File: config.mk
export PLATFORM = sky130hd
export DESIGN_NAME = fsbf_ctrl
export DESIGN_NICKNAME = d
export VERILOG_FILES = /design/src/rtl/fsbf_pkg.sv /design/src/rtl/fsbf_ctrl.sv
export SDC_FILE = /design/constraint.sdc
export NUM_CORES = 1
export LEC_CHECK = 0
export BUFFER_PORTS_ARGS = -buffer_cell sky130_fd_sc_hd__buf_4
export CAP_MARGIN = 40
export CORE_MARGIN = 8
export CORE_UTILIZATION = 48
export DETAILED_ROUTE_END_ITERATION = 6
export GPL_TIMING_DRIVEN = 0
export PLACE_DENSITY_LB_ADDON = 0.12
export SKIP_LAST_GASP = 1
export SLEW_MARGIN = 5
export SYNTH_ARGS = -nofsm -noshare
export SYNTH_HDL_FRONTEND = slang
export SYNTH_SLANG_ARGS = --single-unit
File: constraint.sdc
create_clock -name clock -period 1.6 [get_ports clock]
set_clock_uncertainty 0.05 [all_clocks]
set_input_delay 0.16 -clock clock [delete_from_list [all_inputs] [get_ports clock]]
set_output_delay 0.16 -clock clock [all_outputs]
set_load 0.03 [all_outputs]
File: src/rtl/fsbf_pkg.sv
// Shared types and constants for the frame store with 3x3 box filter.
// Used by fsbf_ctrl, fsbf_dpath and frame_store_box_filter_3x3.
package fsbf_pkg;

   // Fixed field widths
   localparam int CHANNEL_BITS   = 24;
   localparam int COORD_BITS     = 9;
   localparam int CFG_SIZE_BITS  = 10;
   localparam int CSR_INDEX_BITS = 2;
   localparam int CSR_DATA_BITS  = CFG_SIZE_BITS;

   // Defaults for the frame store size
   localparam int DEF_MAX_WIDTH  = 512;
   localparam int DEF_MAX_HEIGHT = 512;

   // Sum of nine channels, biased so it is never negative
   localparam int SUM_BITS   = CHANNEL_BITS + 4;
   localparam int DIV_SHIFT  = SUM_BITS + 4;
   localparam int RECIP_BITS = SUM_BITS + 1;
   localparam int PROD_BITS  = SUM_BITS + RECIP_BITS;
   localparam logic [RECIP_BITS-1:0] RECIP_NINE =
      RECIP_BITS'(((64'd1 << DIV_SHIFT) + 64'd8) / 64'd9);
   localparam logic [SUM_BITS-1:0] ACC_BIAS = SUM_BITS'(9) << (CHANNEL_BITS - 1);

   // Register indexes
   localparam logic [CSR_INDEX_BITS-1:0] CSR_FRAME_WIDTH  = 2'd0;
   localparam logic [CSR_INDEX_BITS-1:0] CSR_FRAME_HEIGHT = 2'd1;
   localparam logic [CSR_INDEX_BITS-1:0] CSR_SUPERSAMPLE  = 2'd2;

   // Commands
   localparam logic CMD_WRITE = 1'b0;
   localparam logic CMD_READ  = 1'b1;

   // Neighbor selects
   localparam logic [1:0] TAP_PREV   = 2'd0;
   localparam logic [1:0] TAP_CENTER = 2'd1;
   localparam logic [1:0] TAP_NEXT   = 2'd2;

   typedef logic signed [CHANNEL_BITS-1:0] chan_type;

   typedef struct packed {
      logic                  command;
      logic [COORD_BITS-1:0] column;
      logic [COORD_BITS-1:0] row_index;
      chan_type              red_in;
      chan_type              green_in;
      chan_type              blue_in;
   } req_type;

   typedef struct packed {
      chan_type red_out;
      chan_type green_out;
      chan_type blue_out;
   } rsp_type;

   typedef struct packed {
      chan_type red;
      chan_type green;
      chan_type blue;
   } pixel_type;

   typedef enum logic [1:0] {
      OUT_ZERO,
      OUT_RAW,
      OUT_MEAN
   } out_sel_type;

   // Controller to datapath
   typedef struct packed {
      logic        capture;
      logic        mem_wr;
      logic        mem_rd;
      logic [1:0]  col_sel;
      logic [1:0]  row_sel;
      logic        acc_clear;
      logic        acc_en;
      logic        mult_en;
      logic        out_load;
      out_sel_type out_sel;
   } ctrl_cmd_type;

   // Datapath to controller
   typedef struct packed {
      logic is_read;
      logic in_frame;
      logic supersample;
      logic out_free;
   } ctrl_sts_type;

endpackage

File: src/rtl/fsbf_ctrl.sv
// Sequencer for the frame store: decodes each beat and steps the datapath
// through writes, plain reads and nine-tap filtered reads. Uses fsbf_pkg.
module fsbf_ctrl
   import fsbf_pkg::*;
(
   input  logic         clock,
   input  logic         reset,
   input  logic         req_valid,
   output logic         req_ready,
   input  ctrl_sts_type sts,
   output ctrl_cmd_type cmd
);

   typedef enum logic [2:0] {
      ST_IDLE,
      ST_DECODE,
      ST_FILTER,
      ST_DRAIN,
      ST_SCALE,
      ST_DONE
   } state_type;

   state_type   state_ff,   state_in;
   logic [1:0]  col_cnt_ff, col_cnt_in;
   logic [1:0]  row_cnt_ff, row_cnt_in;
   out_sel_type out_sel_ff, out_sel_in;

   logic first_tap;
   logic last_tap;

   assign first_tap = (col_cnt_ff == TAP_PREV) && (row_cnt_ff == TAP_PREV);
   assign last_tap  = (col_cnt_ff == TAP_NEXT) && (row_cnt_ff == TAP_NEXT);
   assign req_ready = (state_ff == ST_IDLE);

   // Next state and commands
   always_comb begin
      state_in      = state_ff;
      col_cnt_in    = col_cnt_ff;
      row_cnt_in    = row_cnt_ff;
      out_sel_in    = out_sel_ff;
      cmd           = '0;
      cmd.col_sel   = TAP_CENTER;
      cmd.row_sel   = TAP_CENTER;
      cmd.out_sel   = out_sel_ff;
      case (state_ff)
         ST_IDLE: begin
            if (req_valid) begin
               cmd.capture = 1'b1;
               state_in    = ST_DECODE;
            end
         end
         ST_DECODE: begin
            if (!sts.is_read) begin
               cmd.mem_wr = sts.in_frame;
               state_in   = ST_IDLE;
            end else if (!sts.in_frame) begin
               out_sel_in = OUT_ZERO;
               state_in   = ST_DONE;
            end else if (!sts.supersample) begin
               cmd.mem_rd = 1'b1;
               out_sel_in = OUT_RAW;
               state_in   = ST_DONE;
            end else begin
               cmd.acc_clear = 1'b1;
               col_cnt_in    = TAP_PREV;
               row_cnt_in    = TAP_PREV;
               state_in      = ST_FILTER;
            end
         end
         ST_FILTER: begin
            // one neighbor read per cycle, its data accumulated in the following cycle
            cmd.mem_rd  = 1'b1;
            cmd.col_sel = col_cnt_ff;
            cmd.row_sel = row_cnt_ff;
            cmd.acc_en  = !first_tap;
            if (col_cnt_ff == TAP_NEXT) begin
               col_cnt_in = TAP_PREV;
               row_cnt_in = row_cnt_ff + 2'd1;
            end else begin
               col_cnt_in = col_cnt_ff + 2'd1;
            end
            if (last_tap) begin
               state_in = ST_DRAIN;
            end
         end
         ST_DRAIN: begin
            cmd.acc_en = 1'b1;
            state_in   = ST_SCALE;
         end
         ST_SCALE: begin
            cmd.mult_en = 1'b1;
            out_sel_in  = OUT_MEAN;
            state_in    = ST_DONE;
         end
         ST_DONE: begin
            if (sts.out_free) begin
               cmd.out_load = 1'b1;
               state_in     = ST_IDLE;
            end
         end
         default: begin
            state_in = ST_IDLE;
         end
      endcase
   end

   // State and registered outputs
   always_ff @(posedge clock) begin
      if (reset) begin
         state_ff   <= ST_IDLE;
         col_cnt_ff <= TAP_PREV;
         row_cnt_ff <= TAP_PREV;
         out_sel_ff <= OUT_ZERO;
      end else begin
         state_ff   <= state_in;
         col_cnt_ff <= col_cnt_in;
         row_cnt_ff <= row_cnt_in;
         out_sel_ff <= out_sel_in;
      end
   end

endmodule

==> Yosys cells after proc, flatten, opt, wreduce, memory -nomap -nowiden <==
Index checks and enable logic that the tools add are counted.
{ "totals": {"reg_bits": 9, "in_bits": 7, "out_inout_bits": 14, "elab_cells": 68} }
{ "op_classes": {"add_sub_neg": 2, "n_eq_ne": 15, "mux": 35, "reduce_logical": 12} }
{ "op_table": {"columns": ["operator", "count"], "rows": [
  ["$mux 3", 6],
  ["$pmux 3 s6", 1],
  ["$mux 2", 8],
  ["$mux 1", 14],
  ["$ne 2x2->1 const B", 7],
  ["$pmux 2 s2", 3],
  ["$eq 3x2->1 const B", 2],
  ["$eq 3x3->1 const B", 2],
  ["$reduce_and 3->1", 2],
  ["$reduce_and 5->1", 1],
  ["$add 2x1->2 const B", 2],
  ["$eq 2x2->1 const B", 2],
  ["$logic_not 2->1", 2],
  ["$mux 4", 1],
  ["$pmux 1 s2", 2],
  ["$reduce_and 4->1", 1],
  ["$reduce_bool 2->1", 2],
  ["$eq 3x1->1 const B", 1],
  ["$logic_not 3->1", 1],
  ["$ne 3x3->1 const B", 1],
  ["$logic_and 1x1->1", 2],
  ["$logic_not 1->1", 1]
]} }

==> Depth between registers and ports, before layout <==
{ "logic_depth": {"word_depth": 4, "mapped_depth": 5, "depth_no_buf": 5} }

==> Worst setup path after synthesis <==
Ideal clock, no wire load.
{ "synth_path": {"path_type": "reg2out", "from": "register state_ff[2]", "to": "output cmd[12] (netlist bit)", "arrival_ps": 1634, "required_ps": 1390, "path_slack_ps": -244, "stages_incl_launch_ff": 4, "path_buffers": 1, "path_cell_list": "dfxtp_1 clkbuf_1 nor3_1 and2_1"} }
{ "synth_rtl": {"columns": ["item", "line", "rtl"], "rows": [
  ["start: declaration", "fsbf_ctrl.sv:23", "state_type state_ff, state_in;"],
  ["start signal: assignment", "fsbf_ctrl.sv:115", "state_ff <= state_in;"],
  ["end: declaration", "fsbf_ctrl.sv:11", "output ctrl_cmd_type cmd"]
]} }

==> results by group <==
Setup path
  – Launching point of the worst reg2reg path: state_ff[0]
  – Worst-path maximum fanout: 4
  – Worst Setup End Kind: output port
  – Critical Path RT: 1.39 ns
  – CP arrival: 1.43 ns
  – Worst setup SP type: register
  – Register-to-register path setup slack: 0.18 ns
  – Setup CP Type: register to output port
  – Crit. Startpoint: state_ff[0]

Timing
  – Final Setup Violations: 3
  – Final period util: 1.03
  – Worst Slack Setup Final: -0.0418 ns
  – Worst Hold Margin: 0.215 ns
  – Unrepaired setup endpoints after global routing: yes
  – Final Hold Fails: 0
  – Setup TNS: -0.0794 ns
  – Worst-Margin Slew: 0.476 ns
  – Slew Limit Fails: 0
  – Relative slew slack: 0.683
  – Max Clk Rate: 609 MHz
  – Minimum clock period: 1.64 ns

Synth
  – Synth warn: 0
  – Count leader, synth: dfxtp_1
  – Post-synth EDFFs: 0
  – Synth top cells by count: 9 x dfxtp_1, 6 x inv_1, 5 x nand2_1, 5 x nor2_1
  – #FFs+latches synth: 9
  – Sequential area share after synthesis: 0.282
  – Share of the synthesized area in the top cell type: 0.282
  – Syn avg cell area: 8.41 um^2
  – Asr flop ratio synth: 0
  – Ys flop type: dfxtp_1
  – Synth cell types: 42
  – Post-synth top area cell: dfxtp_1
  – Top post-synthesis cells by area: dfxtp_1 28%, ha_1 3.9%, inv_1 3.5%
  – Synthesized net count: 85
  – Cell Area, Synth: 639 um^2
  – Synthesized instance count: 76

Placed design
  – IO buf count: 19
  – HPWL Detailed: 1290 um
  – Placed Area: 812 um^2
  – Final GP Congestion: 0.748
  – Worst slack, placed: 0.0632 ns
  – Dpl cells: 110

Clock network
  – CTS tree: built
  – Clk_lat worst skew: 0.27 ns
  – Clock root buffer: clkbuf_4
  – Clock buffer count from CTS: 3
  – Longest Clk Path Bufs: 2
  – H-tree depth: 1
  – Clock Pin Slew Worst Setup and Hold Paths: 0.06 ns
  – # clock sinks: 9

Pwr
  – Leak Pwr: 0.427 nW
  – Design Power: 0.665 mW
  – Peak supply drop: 0.000614 V
  – PD cells: 647 nW/um^2

Global routing
  – Tot GR Track Use: 0.145
  – Gr ovfl total: 0
  – Vias in the first global route: 697
  – Initial antenna violation count: 0
  – Largest net degree at the start of global routing: 11
  – First-pass GRT wire length: 3000 um

Outcome
  – Failing checks: negative setup slack
  – Status: finished, violations left

Cells and area
  – Synth-to-Final Area Change: 60.9%
  – N_diodes: 0
  – Post-layout util: 0.811
  – Fin area: 1030 um^2
  – Final net count: 118
  – Cell Count, Final, Fillers Out: 123
  – Layout cells sized above 1: 0.509

Route
  – Initial DRT Pass Iterations: 4
  – Vias per cell: 5.87
  – Antenna-violating nets left: 0
  – Detailed router's first-iteration violation count: 15
  – Via count: 722
  – Remaining DRCs: 0
  – Avg WL per Cell: 17.5 um
  – WL final: 2160 um

Die
  – Die width: 52.5 um
  – Die area: 2760 um^2
  – Initial Utilization: 0.504
  – Rows: 13
  – # IOs: 21
  – CORE AREA: 1270 um^2
  – Die H: 52.5 um

Worst hold path
  – Hold crit path type: input port to register
  – Hold Startpoint: sts[0]

Run
  – Max_cap viols: 0
power breakdown:
part / leakage [nW] / internal, mW / switching [mW]
Sequential: 0.0762 / 0.232 / 0.0111
Clock: 0.0150 / 0.0967 / 0.0910
Combinational: 0.336 / 0.113 / 0.122
Total: 0.427 / 0.442 / 0.224
what timing repair did:
action | 4_1_cts | 5_1_grt
setup endpoints to repair | 9 | 8
resized for setup | 15 | 17
gates cloned | 0 | 0
hold buffers | 0 | 0
pin swaps | 2 | 7
endpoints found under the hold margin | 0 | 0
buffers inserted | 4 | 6
placed cells by master (no fill, tap or decap), drive strengths merged, types with 2 or more instances in the layout:
cell type  count
clkbuf         5
nor2           5
nor3           2
a21oi          4
nand2          5
buf           33
o221ai         2
o31ai          2
inv            7
or3b           2
dfxtp          9
nand3b         2
ha             2
o21ai          3
a211oi         2
and2           3
nand3          2
critical path, stage by stage (launching register included):
cell      delay, ns
dfxtp_4        0.36
buf_8          0.11
nand3b_4       0.08
or3_4          0.40
nand2_2        0.08
buf_6          0.13
per-layer routing:
layer / up-vias / global-route usage / part of all wire
met3: 7 / 0.0483 / 0.076
met5: - / 0 / 0
li1: 344 / - / -
met1: 340 / 0.138 / 0.36
met2: 31 / 0.257 / 0.53
met4: 0 / 0.0948 / 0.032
kinds of logic after synthesis:
group | synth area share
AND/OR/NAND/NOR | 0.327
adder cells (fa/ha/maj) | 0.0391
AO/OA/AOI/OAI | 0.254
flip-flops | 0.282
buffers and inverters | 0.0978
final cells by class:
class,count,area [um^2]
repair buffers,29,253
clock buffers,4,26.3
fillers,91,240
multi-input cells,54,462
plain buffers,5,48.8
flip-flops and latches,9,194
inverters,7,26.3
well taps,15,18.8
worst paths after layout:
path                   end  depth (start not counted)
min            state_ff[0]                          3
min reg2reg  row_cnt_ff[0]                          2
max reg2reg    state_ff[0]                          4
max                cmd[10]                          5
registers in the layout, summed over array words and instances, names as in the netlist:
register	cells
out_sel_ff	2
col_cnt_ff	2
state_ff	3
row_cnt_ff	2
Note: power is estimated with default switching activity, not from simulation.
